<file path="src/rtl/ftsc_pkg.sv">
package ftsc_pkg;

    // slot numbers travel at the widest the table can be (up to 256 slots)
    localparam int SLOT_MAX_W = 8;
    localparam int CODE_W     = 6;
    localparam int LOC_W      = 2;
    localparam int TIME_W     = 32;
    localparam int IDX_W      = 4;

    typedef logic [SLOT_MAX_W-1:0] slot_t;

    typedef enum logic [1:0] {
        OP_SET   = 2'd0,
        OP_CLEAR = 2'd1,
        OP_READ  = 2'd2,
        OP_NONE  = 2'd3
    } op_t;

    typedef enum logic [2:0] {
        ST_ADDED      = 3'd0,
        ST_DUPLICATE  = 3'd1,
        ST_FULL       = 3'd2,
        ST_REMOVED    = 3'd3,
        ST_NOT_FOUND  = 3'd4,
        ST_READ_VALID = 3'd5,
        ST_READ_EMPTY = 3'd6
    } status_t;

    typedef enum logic [1:0] {
        FSM_IDLE,
        FSM_SCAN,
        FSM_HOLD
    } fsm_t;

    // query beat walking down the slot chain, picking up results as it goes
    typedef struct packed {
        logic              live;
        op_t               op;
        logic              key_ok;
        logic [CODE_W-1:0] code;
        logic [LOC_W-1:0]  loc;
        logic [IDX_W-1:0]  idx;
        logic              hit;
        slot_t             hit_slot;
        logic              free_found;
        slot_t             free_slot;
        logic              rd_valid;
        logic [CODE_W-1:0] rd_code;
        logic [LOC_W-1:0]  rd_loc;
        logic [TIME_W-1:0] rd_time;
    } beat_t;

    // update broadcast to all slot cells at the end of a scan
    typedef struct packed {
        logic              set;
        logic              clr;
        slot_t             slot;
        logic [CODE_W-1:0] code;
        logic [LOC_W-1:0]  loc;
        logic [TIME_W-1:0] time_val;
    } wr_t;

endpackage

</file>
<file path="src/rtl/fault_table_set_clear_top.sv">
// fault table: one operation at a time; the next input beat is taken only once the
// result of the last one has moved into the output register
// the query walks through the TABLE_SLOTS - 1 slot cell registers in turn, then a commit
// step updates the table and loads the result register, then the output register loads
// a result may wait on m_tready while the next operation runs
// aresetn (sync, active low) empties every slot and zeroes the active count
module fault_table_set_clear_top #(
    parameter int TABLE_SLOTS   = 16,
    parameter int NUM_CODES     = 64,
    parameter int NUM_LOCATIONS = 4
) (
    input  logic        aclk,
    input  logic        aresetn,
    // input beat
    input  logic        s_tvalid,
    output logic        s_tready,
    // [1:0] operation, [7:2] fault_id, [9:8] location,
    // [41:10] timestamp, [45:42] slot_index, [47:46] zero
    input  logic [47:0] s_tdata,
    // result beat
    output logic        m_tvalid,
    input  logic        m_tready,
    // [2:0] status, [6:3] slot, [12:7] entry_code, [14:13] entry_location,
    // [46:15] entry_time, [50:47] active_count, [55:51] zero
    output logic [55:0] m_tdata
);

    localparam int SLOT_W = $clog2(TABLE_SLOTS);

    // chain[0] is the injected query, chain[TABLE_SLOTS-1] leaves the last cell
    ftsc_pkg::beat_t chain [TABLE_SLOTS];
    ftsc_pkg::beat_t head;
    ftsc_pkg::beat_t tail;
    ftsc_pkg::wr_t   wr;

    ftsc_pkg::fsm_t  state_reg, state_next;

    logic [SLOT_W-1:0]             count_reg, count_next;
    logic [ftsc_pkg::TIME_W-1:0]   time_reg;       // timestamp of the running set
    logic [55:0]                   res_reg, res_next;
    logic                          res_load;
    logic                          out_load;
    logic                          m_valid_reg;
    logic [55:0]                   m_data_reg;
    logic                          s_accept;

    // result fields built at the end of a scan
    ftsc_pkg::status_t             r_status;
    ftsc_pkg::slot_t               r_slot;
    ftsc_pkg::slot_t               cnt_ext;
    logic                          idx_in_range;

    assign s_accept = s_tvalid && s_tready;

    // query enters the first slot cell on the accept edge
    always_comb begin
        head            = '0;
        head.live       = s_accept;
        head.op         = ftsc_pkg::op_t'(s_tdata[1:0]);
        head.code       = s_tdata[7:2];
        head.loc        = s_tdata[9:8];
        head.idx        = s_tdata[45:42];
        // codes or locations beyond the table's range never match anything
        head.key_ok     = (32'(s_tdata[7:2]) < NUM_CODES) &&
                          (32'(s_tdata[9:8]) < NUM_LOCATIONS);
    end

    assign chain[0] = head;

    // slot 0 is never used, cells hold slots 1 .. TABLE_SLOTS-1
    for (genvar i = 1; i < TABLE_SLOTS; i++) begin : g_cell
        ftsc_cell u_cell (
            .aclk     (aclk),
            .aresetn  (aresetn),
            .slot_id  (ftsc_pkg::slot_t'(i)),
            .beat_in  (chain[i-1]),
            .wr       (wr),
            .beat_out (chain[i])
        );
    end

    assign tail = chain[TABLE_SLOTS-1];

    always_ff @(posedge aclk) begin
        if (s_accept) begin
            time_reg <= s_tdata[41:10];
        end
    end

    always_ff @(posedge aclk) begin
        if (!aresetn) begin
            state_reg <= ftsc_pkg::FSM_IDLE;
            count_reg <= '0;
        end else begin
            state_reg <= state_next;
            count_reg <= count_next;
        end
    end

    always_comb begin
        state_next   = state_reg;
        count_next   = count_reg;
        s_tready     = 1'b0;
        res_load     = 1'b0;
        out_load     = 1'b0;
        wr           = '0;
        r_status     = ftsc_pkg::ST_READ_EMPTY;
        r_slot       = '0;
        idx_in_range = 32'(tail.idx) < TABLE_SLOTS;

        // decision on what the scan collected
        case (tail.op)
            ftsc_pkg::OP_SET: begin
                if (tail.hit) begin
                    r_status = ftsc_pkg::ST_DUPLICATE;
                    r_slot   = tail.hit_slot;
                end else if (tail.key_ok && tail.free_found) begin
                    r_status     = ftsc_pkg::ST_ADDED;
                    r_slot       = tail.free_slot;
                    wr.set       = tail.live;
                    wr.slot      = tail.free_slot;
                    wr.code      = tail.code;
                    wr.loc       = tail.loc;
                    wr.time_val  = time_reg;
                end else begin
                    r_status = ftsc_pkg::ST_FULL;
                end
            end
            ftsc_pkg::OP_CLEAR: begin
                if (tail.hit) begin
                    r_status = ftsc_pkg::ST_REMOVED;
                    r_slot   = tail.hit_slot;
                    wr.clr   = tail.live;
                    wr.slot  = tail.hit_slot;
                end else begin
                    r_status = ftsc_pkg::ST_NOT_FOUND;
                end
            end
            ftsc_pkg::OP_READ: begin
                if (idx_in_range) begin
                    r_slot = ftsc_pkg::slot_t'(tail.idx);
                end
                // slot 0 has no cell, so it always reads empty
                if (tail.rd_valid) begin
                    r_status = ftsc_pkg::ST_READ_VALID;
                end
            end
            default: begin
                r_status = ftsc_pkg::ST_READ_EMPTY;
            end
        endcase

        // only commit the update while the scan really ends
        if (state_reg != ftsc_pkg::FSM_SCAN) begin
            wr = '0;
        end

        case (state_reg)
            ftsc_pkg::FSM_IDLE: begin
                s_tready = 1'b1;
                if (s_tvalid) begin
                    state_next = ftsc_pkg::FSM_SCAN;
                end
            end
            ftsc_pkg::FSM_SCAN: begin
                if (tail.live) begin
                    res_load   = 1'b1;
                    state_next = ftsc_pkg::FSM_HOLD;
                    if (wr.set) begin
                        count_next = count_reg + SLOT_W'(1);
                    end else if (wr.clr && count_reg != '0) begin
                        count_next = count_reg - SLOT_W'(1);
                    end
                end
            end
            ftsc_pkg::FSM_HOLD: begin
                // move the result into the output register once it is free
                if (!m_valid_reg || m_tready) begin
                    out_load   = 1'b1;
                    state_next = ftsc_pkg::FSM_IDLE;
                end
            end
            default: begin
                state_next = ftsc_pkg::FSM_IDLE;
            end
        endcase

        cnt_ext  = ftsc_pkg::slot_t'(count_next);
        res_next = {5'd0,
                    cnt_ext[3:0],
                    tail.rd_valid ? tail.rd_time : 32'd0,
                    tail.rd_valid ? tail.rd_loc : 2'd0,
                    tail.rd_valid ? tail.rd_code : 6'd0,
                    r_slot[3:0],
                    r_status};
        // reads only carry entry contents, everything else answers zeros
        if (tail.op != ftsc_pkg::OP_READ) begin
            res_next[46:7] = '0;
        end
    end

    always_ff @(posedge aclk) begin
        if (res_load) begin
            res_reg <= res_next;
        end
    end

    // output register parts the result side from the scan
    always_ff @(posedge aclk) begin
        if (!aresetn) begin
            m_valid_reg <= 1'b0;
        end else if (out_load) begin
            m_valid_reg <= 1'b1;
        end else if (m_tready) begin
            m_valid_reg <= 1'b0;
        end
    end

    always_ff @(posedge aclk) begin
        if (out_load) begin
            m_data_reg <= res_reg;
        end
    end

    assign m_tvalid = m_valid_reg;
    assign m_tdata  = m_data_reg;

endmodule

</file>
<file path="src/rtl/ftsc_cell.sv">
module ftsc_cell (
    input  logic            aclk,
    input  logic            aresetn,
    input  ftsc_pkg::slot_t slot_id,
    input  ftsc_pkg::beat_t beat_in,
    input  ftsc_pkg::wr_t   wr,
    output ftsc_pkg::beat_t beat_out
);

    logic                          valid_reg;
    logic [ftsc_pkg::CODE_W-1:0]   code_reg;
    logic [ftsc_pkg::LOC_W-1:0]    loc_reg;
    logic [ftsc_pkg::TIME_W-1:0]   time_reg;
    ftsc_pkg::beat_t               beat_reg;
    ftsc_pkg::beat_t               beat_next;

    always_comb begin
        beat_next = beat_in;
        // lowest matching slot wins, the beat visits slots in rising order
        if (beat_in.key_ok && !beat_in.hit && valid_reg &&
            code_reg == beat_in.code && loc_reg == beat_in.loc) begin
            beat_next.hit      = 1'b1;
            beat_next.hit_slot = slot_id;
        end
        if (!beat_in.free_found && !valid_reg) begin
            beat_next.free_found = 1'b1;
            beat_next.free_slot  = slot_id;
        end
        if (valid_reg && ftsc_pkg::slot_t'(beat_in.idx) == slot_id) begin
            beat_next.rd_valid = 1'b1;
            beat_next.rd_code  = code_reg;
            beat_next.rd_loc   = loc_reg;
            beat_next.rd_time  = time_reg;
        end
    end

    always_ff @(posedge aclk) begin
        if (!aresetn) begin
            beat_reg <= '0;
        end else begin
            beat_reg <= beat_next;
        end
    end

    always_ff @(posedge aclk) begin
        if (!aresetn) begin
            valid_reg <= 1'b0;
        end else if (wr.slot == slot_id) begin
            if (wr.set) begin
                valid_reg <= 1'b1;
            end else if (wr.clr) begin
                valid_reg <= 1'b0;
            end
        end
    end

    always_ff @(posedge aclk) begin
        if (wr.slot == slot_id) begin
            if (wr.set) begin
                code_reg <= wr.code;
                loc_reg  <= wr.loc;
                time_reg <= wr.time_val;
            end else if (wr.clr) begin
                code_reg <= '0;
            end
        end
    end

    assign beat_out = beat_reg;

endmodule
</file>
<file path="config.mk">
export PLATFORM = sky130hd
export DESIGN_NAME = fault_table_set_clear_top
export DESIGN_NICKNAME = d
export VERILOG_FILES = /design/src/rtl/ftsc_pkg.sv /design/src/rtl/fault_table_set_clear_top.sv /design/src/rtl/ftsc_cell.sv
export SDC_FILE = /design/constraint.sdc
export NUM_CORES = 2
export LEC_CHECK = 0
export BUFFER_PORTS_ARGS = -buffer_cell sky130_fd_sc_hd__buf_2
export CORE_MARGIN = 1
export CORE_UTILIZATION = 55
export CTS_CLUSTER_DIAMETER = 100
export DETAILED_ROUTE_END_ITERATION = 6
export PLACE_DENSITY = 0.71
export RECOVER_POWER = 100
export SETUP_SLACK_MARGIN = 0.2
export SKIP_CTS_REPAIR_TIMING = 1
export SYNTH_ARGS = -nofsm -noshare
export SYNTH_HDL_FRONTEND = slang
export SYNTH_SLANG_ARGS = --single-unit
</file>
<file path="constraint.sdc">
create_clock -name aclk -period 4.3 [get_ports aclk]
set_clock_uncertainty 0.05 [all_clocks]
set_input_delay 0.43 -clock aclk [delete_from_list [all_inputs] [get_ports aclk]]
set_output_delay 0.43 -clock aclk [all_outputs]
set_load 0.005 [all_outputs]
</file>
# == Word level (Yosys, flattened, before mapping) ==
# Cells that the tools add are included.
# word_totals
output_inout_bits,58
regBits,1881
wordCells,662
in_bits,52
# op_classes
n_reduce_logical,200
addsub,2
mux,84
bitwise,2
eq_ne,69
# ops
operator,n
$mux W41,15
$mux W9,31
$mux W48,2
$eq A6 B6 Y1,15
$logic_and A1 B1 Y1,90
$mux W72,1
$eq A8 B4 Y1 const B,8
$reduce_and A2 Y1,31
$reduce_or A2 Y1,29
$mux W50,1
$logic_not A1 Y1,43
$mux W40,1
$eq A4 B4 Y1 const B,8
$eq A8 B3 Y1 const B,4
$eq A2 B2 Y1,15
$mux W4,7
$eq A4 B3 Y1 const B,4
$eq A8 B2 Y1 const B,2
$pmux W8 S2,1
$mux W1,13
$mux W6,2
$pmux W4 S3,1
$mux W2,5
$pmux W3 S3,1
other kinds (17),27

# == Depth between registers and ports, before layout ==
# depth
ltp_word,10
mapped_depth,7
depth_no_buf,7

# == By module ==
# From an unflattened synthesis, not the netlist that was laid out.
# unflattened
cells_unflattened,5994
hier_area_um2,76065.5
# by_module_without_submodules
module,cells_per_inst,instances,area_per_inst_um2,seq_area_each_um2
ftsc_cell,377,15,4710.8,2722.6
fault_table_set_clear_top,339,1,5403.9,4164.0

# == Worst setup path after synthesis ==
# No wires, ideal clock.
# synth_path
kind,register -> register
start,"reg g_cell[15].u_cell.beat_reg, in the netlist g_cell[15].u_cell.beat_out[58]"
end,reg g_cell[2].u_cell.loc_reg[0] (netlist name) (enable)
arrival_time_ns,3.261
stages_incl_launch_ff,6
n_path_buf,2
t_required_ns,3.792
synth_period_minus_slack_ns,3.768
setup_slack_ns,0.532
setup_ns,0.458
cell_sequence,dfxtp_1 buf_2 and4bb_1 buf_4 nand3_2 a2111oi_2
# synth_via
elab_chain_cells,5
elab_cells_between_ends,8
classes_between,eq/ne (1); mux (6); reduce/logical (1)
# synth_lines
element,line,text
start: declaration,ftsc_cell.sv:14,ftsc_pkg::beat_t beat_reg;
start signal: assignment,ftsc_cell.sv:41,beat_reg <= beat_next;
$mux W9 or $mux W48 (tied branches),"fault_table_set_clear_top.sv:130, fault_table_set_clear_top.sv:114",
$pmux W8 S2,fault_table_set_clear_top.sv:112,case (tail.op)
$mux W50 *,fault_table_set_clear_top.sv:154,if (state_reg != ftsc_pkg::FSM_SCAN) begin
$eq A8 B2 Y1,ftsc_cell.sv:58,if (wr.slot == slot_id) begin
$reduce_and A2 Y1 (no line) *,--,
end signal: assignment,ftsc_cell.sv:61,loc_reg <= wr.loc;
end: declaration,ftsc_cell.sv:12,logic [ftsc_pkg::LOC_W-1:0] loc_reg;
# Every way passes the cells marked *; elsewhere a longest branch is shown, timed or not.
# A chain may end at the register's enable or synchronous reset.

# == Worst setup path in the final report ==
# layout_path
start,reg state_reg[0]
end,reg g_cell[1].u_cell.time_reg[6] (netlist name) (enable)
# layout_via
elab_chain_cells,4
# layout_lines
element,line,text
start: declaration,fault_table_set_clear_top.sv:36,"ftsc_pkg::fsm_t state_reg, state_next;"
start signal: assignment,fault_table_set_clear_top.sv:92,state_reg <= ftsc_pkg::FSM_IDLE;
start signal: assignment,fault_table_set_clear_top.sv:95,state_reg <= state_next;
$ne A2 B1 Y1 *,fault_table_set_clear_top.sv:154,
$mux W50 *,fault_table_set_clear_top.sv:154,
$eq A8 B1 Y1,ftsc_cell.sv:58,
$reduce_and A2 Y1 (no line) *,--,
end signal: assignment,ftsc_cell.sv:62,time_reg <= wr.time_val;
end: declaration,ftsc_cell.sv:13,logic [ftsc_pkg::TIME_W-1:0] time_reg;
# Marks and branches as above.

==> flow_summary.toml <==
[synthesis]
synth-simple-area-share_pct = 15.1
synth_edf_count = 734
postSynthAreaPerCell_um2 = 12.0
synth_top_family_by_area = "simple AND/OR/NAND/NOR gates"
ys_ff_latch = 1737
synth_area_mm2 = 0.0564
postSynthCellCount = 4686
synthFlopType = "dfxtp_1"
yosysWarnings = 0
synth-seq-area-share_pct = 74.7
synthXorXnorAreaFrac_pct = 1.91
synth-compound-area-share_pct = 6.13
synth.distinct_cells = 66
synthAdderAreaFrac_pct = 0.0444
muxShareOfSynthArea_pct = 0.0178
synth-async-reset-ratio_pct = 0

[sta]
max_slew_margin_pct = -77.9
whs_ns = 0.354
period_share_pct = 83.4
worst_slew_pin_slew_ns = 2.67
setup_viol = 0
finalHoldViolations = 0
rsz0062_at_grt = "no"
clock.fmax_mhz = 279
drv_slew = 327
setup_ws_ns = 0.715
post-route-min-period_ns = 3.58
fin_setup_tns_ns = 0

[setup_path]
crit_buf_inv = 2
worstPathCellList = "nand3b_1 > nor3_1 > clkbuf_1 > nand3_1 > nor2_1 > clkbuf_2"
cpPeakStageDelay_ns = 0.70
cp_slowest_cell = "nor2_1"
path_class = "reg2reg"
critPathArrivalTime_ns = 3.91
r2r_cells = 6
worstSetupEndpointType = "flip-flop"
r2r_end = "g_cell[1].u_cell.time_reg[6]$_DFFE_PP_"
start_kind = "flip-flop"
r2r_slack_ns = 0.72
critPathMaxFanout = 18
worstPathRequired_ns = 4.62
critical-path-top-delay-family = "simple AND/OR/NAND/NOR gates"
r2r-start = "state_reg[0]$_SDFFE_PN0P_"

[power_and_ir_drop]
p_leak_nw = 21.9
p_sw_share_pct = 18.9
clock_power_share_pct = 44.8
combPwrFrac_pct = 1.0
power.net_switching_mw = 5.99
power_density_mw_per_mm2 = 496
internal_power_mw = 25.7
seqPwrFrac_pct = 54.2
ir_drop_mv = 0.411
power_mw = 31.7

[global_route]
grt.total_usage_pct = 19.7
grt_pass1_wl_um = 163000
grt_max_degree = 149
overflow = 0
grt_pass1_vias = 30900
grt_antenna_before_repair = 1

[final_layout]
nNetsFinal = 4848
area_growth_pct = 13.3
final_common_cell = "nand2_1"
drive_gt1_share_pct = 7.85
layout_common_cells = "1166 x nand2_1, 1003 x dfxtp_1, 734 x edfxtp_1"
fill_cells = 7711
largest_reg_flops = 981
finish.utilization_pct = 62.7

[clocking]
clk_pin_slew_ns = 0.07
tritoncts = "yes"
cts.sinks = 1737
htree_levels = 4
numCtsBuffers = 158
clk_latency_ns = 0.73
clk_path_buf_depth = 3
clockRootBuffer = "clkbuf_16"

[min_path]
holdCritStartpoint = "s_tdata[27]"
worstHoldPathType = "in2reg"
whs_endpoint = "time_reg[17]$_DFFE_PP_"
hold_depth = 2

[outcome]
failed_checks = "capacitance limit, slew limit"
status = "finished with violations"

[routing]
drt-initial-drc-count = 2002
wire_per_inst_um = 16.0
drc = 0
wl_um = 100000
ant_nets = 0
vias_per_cell = 4.93
first_pass_iters = 6
vias = 31100

[place]
hpwl_um = 62900
port_buffers = 102
gp_congestion = 0.836
pre_cts_ws_ns = 1.15

[floorplan]
fp.dieH_um = 322
dieArea_mm2 = 0.104
rows = 117
start_util_pct = 55.4
pin_count = 110
design.core.area_mm2 = 0.102
die_x_um = 322

[run]
cap_violations = 5
==> cells in the mapped netlist (all sizes together) (17+ instances only) <==
| library cell | n | area share [%] |
|---|---|---|
| clkbuf | 238 | 1.6 |
| inv | 29 | 0.19 |
| nand4 | 21 | 0.23 |
| nand2 | 1166 | 7.8 |
| o21a | 32 | 0.43 |
| nor2b | 17 | 0.19 |
| nor2 | 176 | 1.2 |
| a21oi | 578 | 5.1 |
| xnor2 | 74 | 1.2 |
| nand3 | 22 | 0.21 |
| and2 | 302 | 3.4 |
| buf | 25 | 0.24 |
| dfxtp | 1003 | 36 |
| xor2 | 49 | 0.76 |
| and3 | 95 | 1.1 |
| edfxtp | 734 | 39 |
==> metrics by stage <==
step / area, um^2 / cells
final: 63800 / 6297
after detailed placement: 58200 / 5955
after global placement: 58200 / 5955
after global routing: 63800 / 6296
after CTS: 63600 / 6249
after floorplan: 56400 / 4690
==> logic make-up after synthesis <==
family                     count (synthesis)
AOI/OAI and AO/OA                        651
buffers and inverters                    292
muxes                                      1
other                                      1
adders and majority gates                  2
DFF                                     1737
xor gates and xnor gates                 123
and+or+nand+nor                         1879
==> power by group through the flow <==
stage | sequential [mW] | combinational, mW | clock (mW)
2_1_floorplan | 17.5 | 0.201 | 0
3_3_place_gp | 17.5 | 0.285 | 0
3_5_place_dp | 17.5 | 0.292 | 0
4_1_cts | 17.2 | 0.293 | 14.4
5_1_grt | 17.2 | 0.359 | 15.2
6_report | 17.2 | 0.323 | 14.2
==> layout make-up <==
class | instances | area (um^2) | area share [%]
diodes | 1 | 2.50 | 0.00392
clock buffers | 227 | 4540 | 7.11
clock inverters | 67 | 846 | 1.32
inverters | 29 | 116 | 0.182
multi-input cells | 2661 | 13100 | 20.5
flip-flops and latches | 1737 | 42100 | 66.0
well taps | 1368 | 1710 | 2.68
repair buffers | 207 | 1390 | 2.18
==> worst max path at each step <==
stage               cells past startpoint  slack (ns)                                 startpoint                                         to
global route                            4        0.51                                    aresetn  g_cell[15].u_cell.beat_out[16]$_SDFF_PN0_
detailed placement                      5        1.15  g_cell[15].u_cell.beat_out[72]$_SDFF_PN0_    g_cell[15].u_cell.time_reg[5]$_DFFE_PP_
CTS                                     5        1.14  g_cell[15].u_cell.beat_out[58]$_SDFF_PN0_   g_cell[15].u_cell.time_reg[11]$_DFFE_PP_
floorplan                               5        0.53  g_cell[15].u_cell.beat_out[58]$_SDFF_PN0_      g_cell[2].u_cell.loc_reg[0]$_DFFE_PP_
finish                                  6        0.72                  state_reg[0]$_SDFFE_PN0P_     g_cell[1].u_cell.time_reg[6]$_DFFE_PP_
global placement                        5        1.22  g_cell[15].u_cell.beat_out[73]$_SDFF_PN0_    g_cell[14].u_cell.time_reg[8]$_DFFE_PP_
==> routing by layer <==
layer  track usage [%]  part of all wire [%]
met4              7.02                   2.5
met5                 0                     0
met3              3.36                   4.2
met2              33.5                    49
met1              25.4                    44
Note: power is estimated with default switching activity, not from simulation.
